==> config.mk <==
export PLATFORM = sky130hd
export DESIGN_NAME = elapsed_time_window_averager
export DESIGN_NICKNAME = d
export VERILOG_FILES = /design/src/hw/rtl/etwa_pkg.sv /design/src/hw/rtl/etwa_ram.sv /design/src/hw/rtl/etwa_div.sv /design/src/hw/rtl/elapsed_time_window_averager.sv
export VERILOG_INCLUDE_DIRS = /design/src /design/src/hw/rtl
export SDC_FILE = /design/constraint.sdc
export NUM_CORES = 1
export LEC_CHECK = 0
export BUFFER_PORTS_ARGS = -buffer_cell sky130_fd_sc_hd__buf_2
export CORE_MARGIN = 3
export CORE_UTILIZATION = 50
export CTS_BUF_LIST = sky130_fd_sc_hd__clkbuf_2
export CTS_CLUSTER_DIAMETER = 50
export DETAILED_ROUTE_END_ITERATION = 16
export PLACE_DENSITY = 0.73
export RECOVER_POWER = 50
export SYNTH_ARGS = -nofsm -noshare
export SYNTH_HDL_FRONTEND = slang
export SYNTH_SLANG_ARGS = --single-unit
export TNS_END_PERCENT = 30
==> constraint.sdc <==
create_clock -name clk -period 3.9 [get_ports clk]
set_clock_uncertainty 0.2 [all_clocks]
set_input_delay 0.195 -clock clk [delete_from_list [all_inputs] [get_ports clk]]
set_output_delay 0.195 -clock clk [all_outputs]
set_load 0.02 [all_outputs]
==> src/hw/rtl/elapsed_time_window_averager_assert.svh <==
// Assertion macros for the elapsed-time window averager.
// Expects the including module to have a clock named clk and a reset named arst_n.
`ifndef ELAPSED_TIME_WINDOW_AVERAGER_ASSERT_SVH
`define ELAPSED_TIME_WINDOW_AVERAGER_ASSERT_SVH

// Same-cycle implication, checked outside reset.
`define ETWA_ASSERT_NOW(label, ante, cons, msg) \
	label: assert property (@(posedge clk) disable iff (!arst_n) (ante) |-> (cons)) \
		else $error(msg);

// Next-cycle implication, checked outside reset.
`define ETWA_ASSERT_NEXT(label, ante, cons, msg) \
	label: assert property (@(posedge clk) disable iff (!arst_n) (ante) |=> (cons)) \
		else $error(msg);

`endif

==> src/hw/rtl/etwa_pkg.sv <==
// Shared sizes, types and divider handshake structs for the elapsed-time window averager.
// No dependencies.
`default_nettype none

package etwa_pkg;

	localparam int SAMPLES   = 16;
	localparam int TIME_BITS = 32;

	// Fixed port widths.
	localparam int STAMP_W = 32;
	localparam int AVG_W   = 32;
	localparam int TOTAL_W = 5;

	localparam int SLOT_W    = (SAMPLES > 1) ? $clog2(SAMPLES) : 1;
	localparam int CNT_W     = $clog2(SAMPLES + 1);
	localparam int SUM_W     = TIME_BITS + $clog2(SAMPLES);
	localparam int DIV_CNT_W = $clog2(SUM_W + 1);

	typedef logic [TIME_BITS-1:0] tick_t;
	typedef logic [SUM_W-1:0]     sum_t;
	typedef logic [CNT_W-1:0]     cnt_t;
	typedef logic [SLOT_W-1:0]    slot_t;

	typedef struct packed {
		logic start;
		sum_t dividend;
		cnt_t divisor;
	} div_req_t;

	typedef struct packed {
		logic done;
		sum_t quotient;
	} div_rsp_t;

endpackage

`default_nettype wire

==> src/hw/rtl/etwa_ram.sv <==
// Generic single-write, single-read synchronous RAM with a registered read port.
// No dependencies.
`default_nettype none

module etwa_ram #(
	parameter int WIDTH = 32,
	parameter int DEPTH = 16,
	parameter int AW    = (DEPTH > 1) ? $clog2(DEPTH) : 1
) (
	input  wire logic             clk,
	input  wire logic             we,
	input  wire logic [AW-1:0]    waddr,
	input  wire logic [WIDTH-1:0] wdata,
	input  wire logic             re,
	input  wire logic [AW-1:0]    raddr,
	output logic      [WIDTH-1:0] rdata
);

	logic [WIDTH-1:0] mem_q [DEPTH];

	always_ff @(posedge clk) begin
		if (we) begin
			mem_q[waddr] <= wdata;
		end
		if (re) begin
			rdata <= mem_q[raddr];
		end
	end

endmodule

`default_nettype wire

==> src/hw/rtl/etwa_div.sv <==
// Restoring radix-2 divider, one quotient bit per cycle, for the running sum over the count.
// Depends on etwa_pkg.
`default_nettype none

module etwa_div (
	input  wire logic              clk,
	input  wire logic              arst_n,
	input  wire etwa_pkg::div_req_t req,
	output etwa_pkg::div_rsp_t      rsp
);

	logic [etwa_pkg::DIV_CNT_W-1:0] step_q;
	logic                           done_q;
	etwa_pkg::sum_t                 quo_q;
	etwa_pkg::cnt_t                 rem_q;
	etwa_pkg::cnt_t                 dvs_q;

	logic [etwa_pkg::CNT_W:0]   trial;
	logic [etwa_pkg::CNT_W+1:0] diff;
	logic                       borrow;

	assign trial  = {rem_q, quo_q[etwa_pkg::SUM_W-1]};
	assign diff   = {1'b0, trial} - {2'b00, dvs_q};
	assign borrow = diff[etwa_pkg::CNT_W+1];

	always_ff @(posedge clk or negedge arst_n) begin
		if (!arst_n) begin
			step_q <= '0;
			done_q <= 1'b0;
		end else begin
			done_q <= (step_q == etwa_pkg::DIV_CNT_W'(1));
			if (req.start) begin
				step_q <= etwa_pkg::DIV_CNT_W'(etwa_pkg::SUM_W);
			end else if (step_q != '0) begin
				step_q <= step_q - 1'b1;
			end
		end
	end

	always_ff @(posedge clk) begin
		if (req.start) begin
			rem_q <= '0;
			quo_q <= req.dividend;
			dvs_q <= req.divisor;
		end else if (step_q != '0) begin
			// Keep the partial remainder when the trial subtraction borrows.
			if (borrow) begin
				rem_q <= trial[etwa_pkg::CNT_W-1:0];
			end else begin
				rem_q <= diff[etwa_pkg::CNT_W-1:0];
			end
			quo_q <= {quo_q[etwa_pkg::SUM_W-2:0], ~borrow};
		end
	end

	assign rsp.done     = done_q;
	assign rsp.quotient = quo_q;

endmodule

`default_nettype wire

==> src/hw/rtl/elapsed_time_window_averager.sv <==
// Elapsed-time window averager: top level. Depends on etwa_pkg, etwa_ram, etwa_div and
// the assertion macros in elapsed_time_window_averager_assert.svh.
`default_nettype none

// The block takes one event beat at a time. A start beat (kind 0) latches its stamp and
// answers at once with the current average and sample count, so its result is in the
// output register on the following cycle. A stop beat (kind 1) turns the stamp into an
// elapsed sample, modulo the time width, stores it in a ring of SAMPLES entries held in
// a synchronous RAM, updates the running sum and the saturating count, and then divides
// the sum by the count. A stop beat runs in steps: the oldest ring entry is read at the
// accepting edge, then the write-back state writes the new sample and updates the sum,
// the go state loads the divider, the restoring divider produces one quotient bit per
// cycle until all SUM_W bits are in, the wait state takes the quotient and the put
// state places the result once the output register is free. The event side opens again
// once the result is placed. The event side stalls while a stop beat is in progress and
// while a finished result is held by a stalled output. Only one beat is in flight, so a
// read of a ring entry never overlaps its write. The ring has no reset; an entry is only
// used once the ring is full, after it was written.
module elapsed_time_window_averager (
	input  wire logic                         clk,
	input  wire logic                         arst_n,

	input  wire logic                         evt_valid,
	output logic                              evt_stall,
	input  wire logic                         kind,
	input  wire logic [etwa_pkg::STAMP_W-1:0] stamp,

	output logic                              res_valid,
	input  wire logic                         res_stall,
	output logic      [etwa_pkg::AVG_W-1:0]   average,
	output logic      [etwa_pkg::TOTAL_W-1:0] sample_total
);

	`include "elapsed_time_window_averager_assert.svh"

	typedef enum logic [2:0] {
		ST_IDLE,
		ST_RD,
		ST_DIV_GO,
		ST_DIV_WAIT,
		ST_PUT
	} state_t;

	state_t                         state_q;
	etwa_pkg::tick_t                start_q;
	etwa_pkg::tick_t                elapsed_s1;
	etwa_pkg::slot_t                slot_q;
	etwa_pkg::cnt_t                 count_q;
	etwa_pkg::sum_t                 sum_q;
	logic [etwa_pkg::AVG_W-1:0]     avg_q;
	logic                           res_valid_q;
	logic [etwa_pkg::AVG_W-1:0]     res_avg_q;
	logic [etwa_pkg::TOTAL_W-1:0]   res_total_q;

	etwa_pkg::tick_t    stamp_tick;
	etwa_pkg::tick_t    ram_rdata;
	logic               evt_fire;
	logic               res_free;
	logic               ring_full;
	etwa_pkg::sum_t     oldest;
	etwa_pkg::sum_t     sum_next;
	etwa_pkg::cnt_t     count_next;
	etwa_pkg::slot_t    slot_next;
	etwa_pkg::div_req_t div_req;
	etwa_pkg::div_rsp_t div_rsp;

	// The stamp is taken modulo the time width.
	assign stamp_tick = etwa_pkg::TIME_BITS'(stamp);

	// The output register is free when empty or being emptied in this cycle.
	assign res_free  = !res_valid_q || !res_stall;
	assign evt_stall = (state_q != ST_IDLE) || !res_free;
	assign evt_fire  = evt_valid && !evt_stall;

	assign ring_full  = (count_q == etwa_pkg::CNT_W'(etwa_pkg::SAMPLES));
	assign oldest     = ring_full ? etwa_pkg::SUM_W'(ram_rdata) : '0;
	assign sum_next   = sum_q - oldest + etwa_pkg::SUM_W'(elapsed_s1);
	assign count_next = ring_full ? count_q : count_q + 1'b1;
	assign slot_next  = (slot_q == etwa_pkg::SLOT_W'(etwa_pkg::SAMPLES - 1)) ? '0
	                                                                       : slot_q + 1'b1;

	etwa_ram #(
		.WIDTH (etwa_pkg::TIME_BITS),
		.DEPTH (etwa_pkg::SAMPLES),
		.AW    (etwa_pkg::SLOT_W)
	) u_ring (
		.clk   (clk),
		.we    (state_q == ST_RD),
		.waddr (slot_q),
		.wdata (elapsed_s1),
		.re    (evt_fire && kind),
		.raddr (slot_q),
		.rdata (ram_rdata)
	);

	// The divider works from the sum and count registered in the write-back cycle.
	assign div_req.start    = (state_q == ST_DIV_GO);
	assign div_req.dividend = sum_q;
	assign div_req.divisor  = count_q;

	etwa_div u_div (
		.clk    (clk),
		.arst_n (arst_n),
		.req    (div_req),
		.rsp    (div_rsp)
	);

	always_ff @(posedge clk or negedge arst_n) begin
		if (!arst_n) begin
			state_q     <= ST_IDLE;
			start_q     <= '0;
			elapsed_s1  <= '0;
			slot_q      <= '0;
			count_q     <= '0;
			sum_q       <= '0;
			avg_q       <= '0;
			res_valid_q <= 1'b0;
			res_avg_q   <= '0;
			res_total_q <= '0;
		end else begin
			if (res_valid_q && !res_stall) begin
				res_valid_q <= 1'b0;
			end
			case (state_q)
				ST_IDLE: begin
					if (evt_fire) begin
						if (kind) begin
							elapsed_s1 <= stamp_tick - start_q;
							state_q    <= ST_RD;
						end else begin
							// A start beat leaves the window as it is.
							start_q     <= stamp_tick;
							res_valid_q <= 1'b1;
							res_avg_q   <= avg_q;
							res_total_q <= etwa_pkg::TOTAL_W'(count_q);
						end
					end
				end
				ST_RD: begin
					// The oldest entry is on the RAM output now; it leaves the sum
					// only when the ring is full.
					sum_q   <= sum_next;
					count_q <= count_next;
					slot_q  <= slot_next;
					state_q <= ST_DIV_GO;
				end
				ST_DIV_GO: begin
					state_q <= ST_DIV_WAIT;
				end
				ST_DIV_WAIT: begin
					if (div_rsp.done) begin
						avg_q   <= etwa_pkg::AVG_W'(div_rsp.quotient);
						state_q <= ST_PUT;
					end
				end
				ST_PUT: begin
					if (res_free) begin
						res_valid_q <= 1'b1;
						res_avg_q   <= avg_q;
						res_total_q <= etwa_pkg::TOTAL_W'(count_q);
						state_q     <= ST_IDLE;
					end
				end
				default: begin
					state_q <= ST_IDLE;
				end
			endcase
		end
	end

	assign res_valid    = res_valid_q;
	assign average      = res_avg_q;
	assign sample_total = res_total_q;

	`ETWA_ASSERT_NOW(a_count_bound, 1'b1, count_q <= etwa_pkg::CNT_W'(etwa_pkg::SAMPLES),
		"held sample count above ring size")
	`ETWA_ASSERT_NEXT(a_stop_writes, evt_fire && kind, state_q == ST_RD,
		"stop beat not followed by ring write-back")
	`ETWA_ASSERT_NEXT(a_start_answers, evt_fire && !kind, res_valid_q,
		"start beat did not produce a result")
	`ETWA_ASSERT_NOW(a_div_done_state, div_rsp.done, state_q == ST_DIV_WAIT,
		"divider finished outside the wait state")

endmodule

`default_nettype wire
**Word level (Yosys, flattened, before mapping)**

Memory sizes are Yosys's and may differ from the RTL's. A register that Yosys moved wholly into a read port is not among the register bits.
Cells that the tools add are included.
W data, S select, Z words.

- Equal/unequal tests: 12
- Multiplexer cells: 27
- $add $sub $neg: 7
- Reduce and logical (&&, ||, !) cells: 20
- Bitwise operators: 3

Operator list:

| operator | count |
|---|---|
| $mux W32 | 4 |
| $mux W36 | 2 |
| $pmux W32 S2 | 1 |
| $add A36 B32 Y36 | 1 |
| $sub A36 B32 Y36 | 1 |
| $sub A32 B32 Y32 | 1 |
| $mux W5 | 4 |
| $pmux W3 S5 | 1 |
| $mux W3 | 4 |
| $mux W6 | 2 |
| $pmux W5 S2 | 1 |
| $ne A2 B2 Y1 const B | 4 |
| $reduce_and A4 Y1 | 2 |
| $sub A6 B5 Y7 | 1 |
| $eq A3 B2 Y1 const B | 2 |
| $eq A6 B1 Y1 const B | 1 |
| $mux W1 | 6 |
| $reduce_and A3 Y1 | 2 |
| $reduce_bool A6 Y1 | 1 |
| $sub A6 B1 Y6 const B | 1 |
| $add A5 B1 Y5 const B | 1 |
| $eq A5 B5 Y1 const B | 1 |
| $add A4 B1 Y4 const B | 1 |
| $eq A4 B4 Y1 const B | 1 |
| other kinds (13) | 23 |

- Logic and storage cells: 85
- Output and inout port bits: 39
- Bits in registers: 235
- Input port bits: 37
- Memories kept: 1
- Bits in writable memories: 512

Memories:

| name | words | width | rd ports | clocked after Yosys merged registers in | wr ports | line | RTL |
|---|---|---|---|---|---|---|---|
| u_ring.mem_q | 16 | 32 | 1 | 1 | 1 | etwa_ram.sv:19 | `logic [WIDTH-1:0] mem_q [DEPTH];` |

**Logic depth before layout (Yosys ltp)**

- Word-level depth: 8
- Depth in mapped cells: 19
- Gate-level depth less buffers: 18

**By module**

A second synthesis with hierarchy kept.

- Cell total of the unflattened synthesis: 2214
- Area, all modules: 34160.3 um^2

Modules (own cells, without submodules):

| module | seq. area each (um^2) | area each (um^2) | times used | cells each |
|---|---|---|---|---|
| etwa_ram | 16335.7 | 20155.6 | 1 | 838 |
| elapsed_time_window_averager | 4554.4 | 11519.8 | 1 | 1203 |
| etwa_div | 1506.4 | 2484.9 | 1 | 173 |

**Least setup slack after synthesis**

Ideal clock, no wire load.

- Kind: reg-to-reg
- From: register count_q[0]
- To: register sum_q[33]
- Arrival: 3761 ps
- Period minus slack after synthesis: 4093 ps
- Path slack: -193 ps
- Required time: 3568 ps
- Stages on the path, launching flop included: 19
- Cells stage by stage: dfrtp_1 > inv_1 > ha_1 > nand2_1 > nor3_1 > clkbuf_1 > and2_1 > fa_1 > inv_1 > ha_1 > a211oi_1 > o211ai_1 > a41oi_2 > a21oi_1 > or4_4 > a31oi_2 > o21ai_1 > xnor2_1 > o21ai_1

- Cells in the longest elaborated chain, start to end: 4

Ends and longest elaborated chain:

| item | line | RTL |
|---|---|---|
| from (decl) | elapsed_time_window_averager.sv:48 | `etwa_pkg::cnt_t count_q;` |
| from (signal assigned) | elapsed_time_window_averager.sv:143 | `count_q <= count_next;` |
| $eq A5 B5 Y1 | elapsed_time_window_averager.sv:75 | `assign ring_full = (count_q == etwa_pkg::CNT_W'(etwa_pkg::SAMPLES));` |
| $mux W32 | elapsed_time_window_averager.sv:76 | `assign oldest = ring_full ? etwa_pkg::SUM_W'(ram_rdata) : '0;` |
| $sub A36 B32 Y36 | elapsed_time_window_averager.sv:77 | `assign sum_next = sum_q - oldest + etwa_pkg::SUM_W'(elapsed_s1);` |
| $add A36 B32 Y36 | elapsed_time_window_averager.sv:77 |  |
| to (signal assigned) | elapsed_time_window_averager.sv:142 | `sum_q <= sum_next;` |
| to (decl) | elapsed_time_window_averager.sv:49 | `etwa_pkg::sum_t sum_q;` |

Every way passes these cells.
A chain may end at the register's enable or synchronous reset.

**Worst setup path after layout**

- From: register count_q[1]
- To: register sum_q[32]

Same word-level chain as after synthesis.

==> impl_summary.txt <==
----------------------------------------------------
[Timing]
  Unrepaired setup endpoints after global routing ... yes
  Hold violation total from the final report ... 0
  Shortest period the worst path allows ... between 4000 and 5000 ps
  Tcrit/Tclk final ... 1.04
  Final count of negative-setup-slack endpoints ... 16
  Relative slew slack ... 0.215
  Setup TNS Final ... -1660 ps
  Hold Worst Slack ... around 200 ps
  Max-slew violations ... 0
  Post-route setup slack ... -148 ps
  Highest attainable clock frequency ... 0.247 GHz
  Actual slew at the worst max-slew pin ... 1180 ps

[Power]
  Maximum vdd drop ... ~450 uV
  Static Leakage ... between 15 and 20 nW
  Pwr dens ... 780 nW/um2
  Post-layout total power ... 31.1 mW

[Synth]
  Asr flop ratio synth ... 0.243
  Xor/xnor share of the synthesized area ... 0.0176
  Part of the Yosys area used for sequential elements ... 0.652
  Yosys warns ... 0
  Main synth FF type ... edfxtp_1
  Multiplexer share of the synthesized area ... 0.149
  Area of the mapped netlist ... about 34,000 um2
  Syn Inst Count ... 2,169
  Number of nets produced by synthesis ... 2,320
  Compound-Gate Fraction of Synth Area ... 0.0531
  Area share of and/or/nand/nor cells after synthesis ... 0.0475
  Adder and majority gate portion of the synthesized area ... 0.0490
  Number of enable-type register cells in the synthesized netlist ... roughly 600
  Number of library cell types mapped by synthesis ... 63
  Dominant combinational cell family by area after synthesis ... multiplexers
  Flip-flop and latch count after synthesis ... 779
  Synthesized area per cell ... 15.8 um2

[Finish]
  Most used cells in the layout excluding fill and tap cells ... edfxtp_1, clkbuf_2, inv_1, dfrtp_1, mux4_2
  Number of nets at the end of the flow ... 2,741
  Leading cell type in the layout, fill and taps excluded ... edfxtp_1
  Area growth from synthesis to layout ... 16.1%
  Share of layout cells above drive strength 1 ... 0.318
  Finished Core Util ... 0.589

[Floorplan]
  Core Area ... 67,600 um2
  X dimension of the die ... ~270 um
  Die Ht ... ~270 um
  I/O pin cnt ... 76
  Rows ... between 90 and 100
  Floorplan die area ... 71,800 um2
  Initial Util ... 0.508

[GRT]
  Antenna violations before repair ... 4
  Wire length of the first global-routing pass ... 116,000 um
  Via count of the first global-routing pass ... approximately 21,000
  Largest net degree at the start of global routing ... 110
  Total congestion overflow after global routing ... 0
  Total routing usage reported by global routing ... 0.213

[Route]
  Vias per std cell ... 5.52
  Violation count after the first detailed-route iteration ... 1,794
  DRC violation count after routing ... 0
  Count of nets left with antenna violations after detail routing ... 0
  Routed vias ... roughly 20,000
  DRT Pass-1 Iters ... 7
  Detailed-route wire length per cell ... 20.5 um
  Final routed wirelength across all metal layers ... 74,400 um

[Setup path]
  Critical path startpoint category ... register
  Worst R2R Path Depth ... 21
  Crit-path max FO ... 5
  Critical Path Sink Type ... register
  Critical path class ... reg2reg
  Worst Path Arrival ... approximately 5000 ps
  Required time at the endpoint of the critical path ... approximately 5000 ps

[Place]
  # port buffers ... 75
  Global placement routability congestion ... approximately 0.86
  DPL Wire Length ... 46,100 um
  Setup slack at placement ... -440 ps

[Clock tree]
  Deepest level of the CTS H-tree ... 4
  CTS sink count ... 779
  Clock latency on the worst-skew pair ... 1390 ps
  Clk root buf ... clkbuf_2
  Maximum buffer depth of the clock tree ... 3
  Register clock-pin slew on the reported worst setup and hold paths ... 100 ps
  TritonCTS clock tree ... built
  Inserted Clock Buffers ... 190

[Job]
  Count of max-cap constraint violations ... 0

[Worst hold path]
  Number of cells on the worst hold path ... 6
  Hold Crit Class ... in2reg

[Status]
  Failing checks ... negative setup slack
  Run status ... finished with violations

----------------------------------------------------
timing repair:
action / in CTS / in global routing
gates resized for setup: 39 / 32
endpoints found under the hold margin: 325 / 0
hold buffers: 112 / 0
pin swaps: 26 / 27
buffers inserted: 8 / 13
endpoints found under the setup margin: 21 / 22
critical path: stages, from the launching register on:
cell and delay (ps):
dfrtp_1 390, inv_2 80, ha_4 140, nand2_4 50
nor3_4 250, buf_6 150, and2_4 140, ha_4 120
inv_2 30, ha_4 150, fa_2 410, a211oi_4 300
nor2_2 80, o21ai_2 200, buf_4 160, o211ai_1 150
o22ai_1 200, buf_4 160, o41ai_2 60, o22ai_1 160
xor2_1 160, o21ai_1 80
final timing paths:
kind	end	slack, ps	start
worst max-delay path	sum_q[32]	-150	count_q[1]
worst min-delay path	elapsed_s1[31]	200	stamp[31]
worst max register to register	sum_q[32]	-150	count_q[1]
worst min register to register	u_div.rem_q[1]	280	u_div.rem_q[1]
max in group asynchronous	avg_q[24]	1830	arst_n
min in group asynchronous	average[8]	670	arst_n
Yosys cell counts, drive strengths merged (50+ instances only):
master | n | area share
edfxtp | 585 | 0.51
inv | 196 | 0.021
nor2 | 54 | 0.0060
ha | 80 | 0.029
mux4 | 160 | 0.10
clkbuf | 72 | 0.0079
dfrtp | 189 | 0.14
mux2 | 133 | 0.044
o21ai | 112 | 0.016
nand2 | 125 | 0.014
and2 | 50 | 0.0091
a21oi | 72 | 0.010
report_power, final:
group          switching (mW)  internal [mW]
clock network            3.17           2.25
logic                    7.13           6.56
registers                1.20           10.8
routing by layer:
metal,wire length [um],up-vias,GRT usage
met3,5900,141,0.0587
li1,-,9128,-
met4,1630,2,0.0783
met2,36000,784,0.341
met1,30800,10000,0.283
met5,13,-,0
flip-flops by register name, summed over array words and instances, names as in the netlist, 4 cells and up:
name,count
start_q,32
count_q,5
sum_q,36
u_div.quo_q,36
u_div.step_q,6
elapsed_s1,32
u_ring.mem_q,512
u_div.dvs_q,5
average,32
sample_total,5
u_div.rem_q,5
u_ring.rdata,32
slot_q,4
avg_q,32
layout make-up:
cell class              count  area [um2]
fillers                  5132       27800
repair buffers            319        2600
well taps                 873        1090
flip-flops and latches    779       22400
clock inverters            55         330
diodes                      7        17.5
inverters                 196         736
multi-input cells        1104       11200
clock buffers             299        1500
cell families (layout without fill, tap and decap cells):
kind of cell / after synthesis / count (layout)
AOI/OAI and AO/OA: 294 / 294
and+or+nand+nor: 333 / 333
adders and majority gates: 114 / 114
DFF: 779 / 779
muxes: 294 / 294
buffers and inverters: 286 / 869
other: 0 / 7
xor gates and xnor gates: 69 / 69
per-stage QoR:
| stage | instance area [um2] | instances |
|---|---|---|
| 2_1_floorplan | 34300 | 2169 |
| 3_3_place_gp | 36500 | 3140 |
| 3_5_place_dp | 36500 | 3140 |
| 4_1_cts | 39700 | 3613 |
| 5_1_grt | 39800 | 3627 |
| 6_report | 39900 | 3632 |
Note: power is estimated with default switching activity, not from simulation.
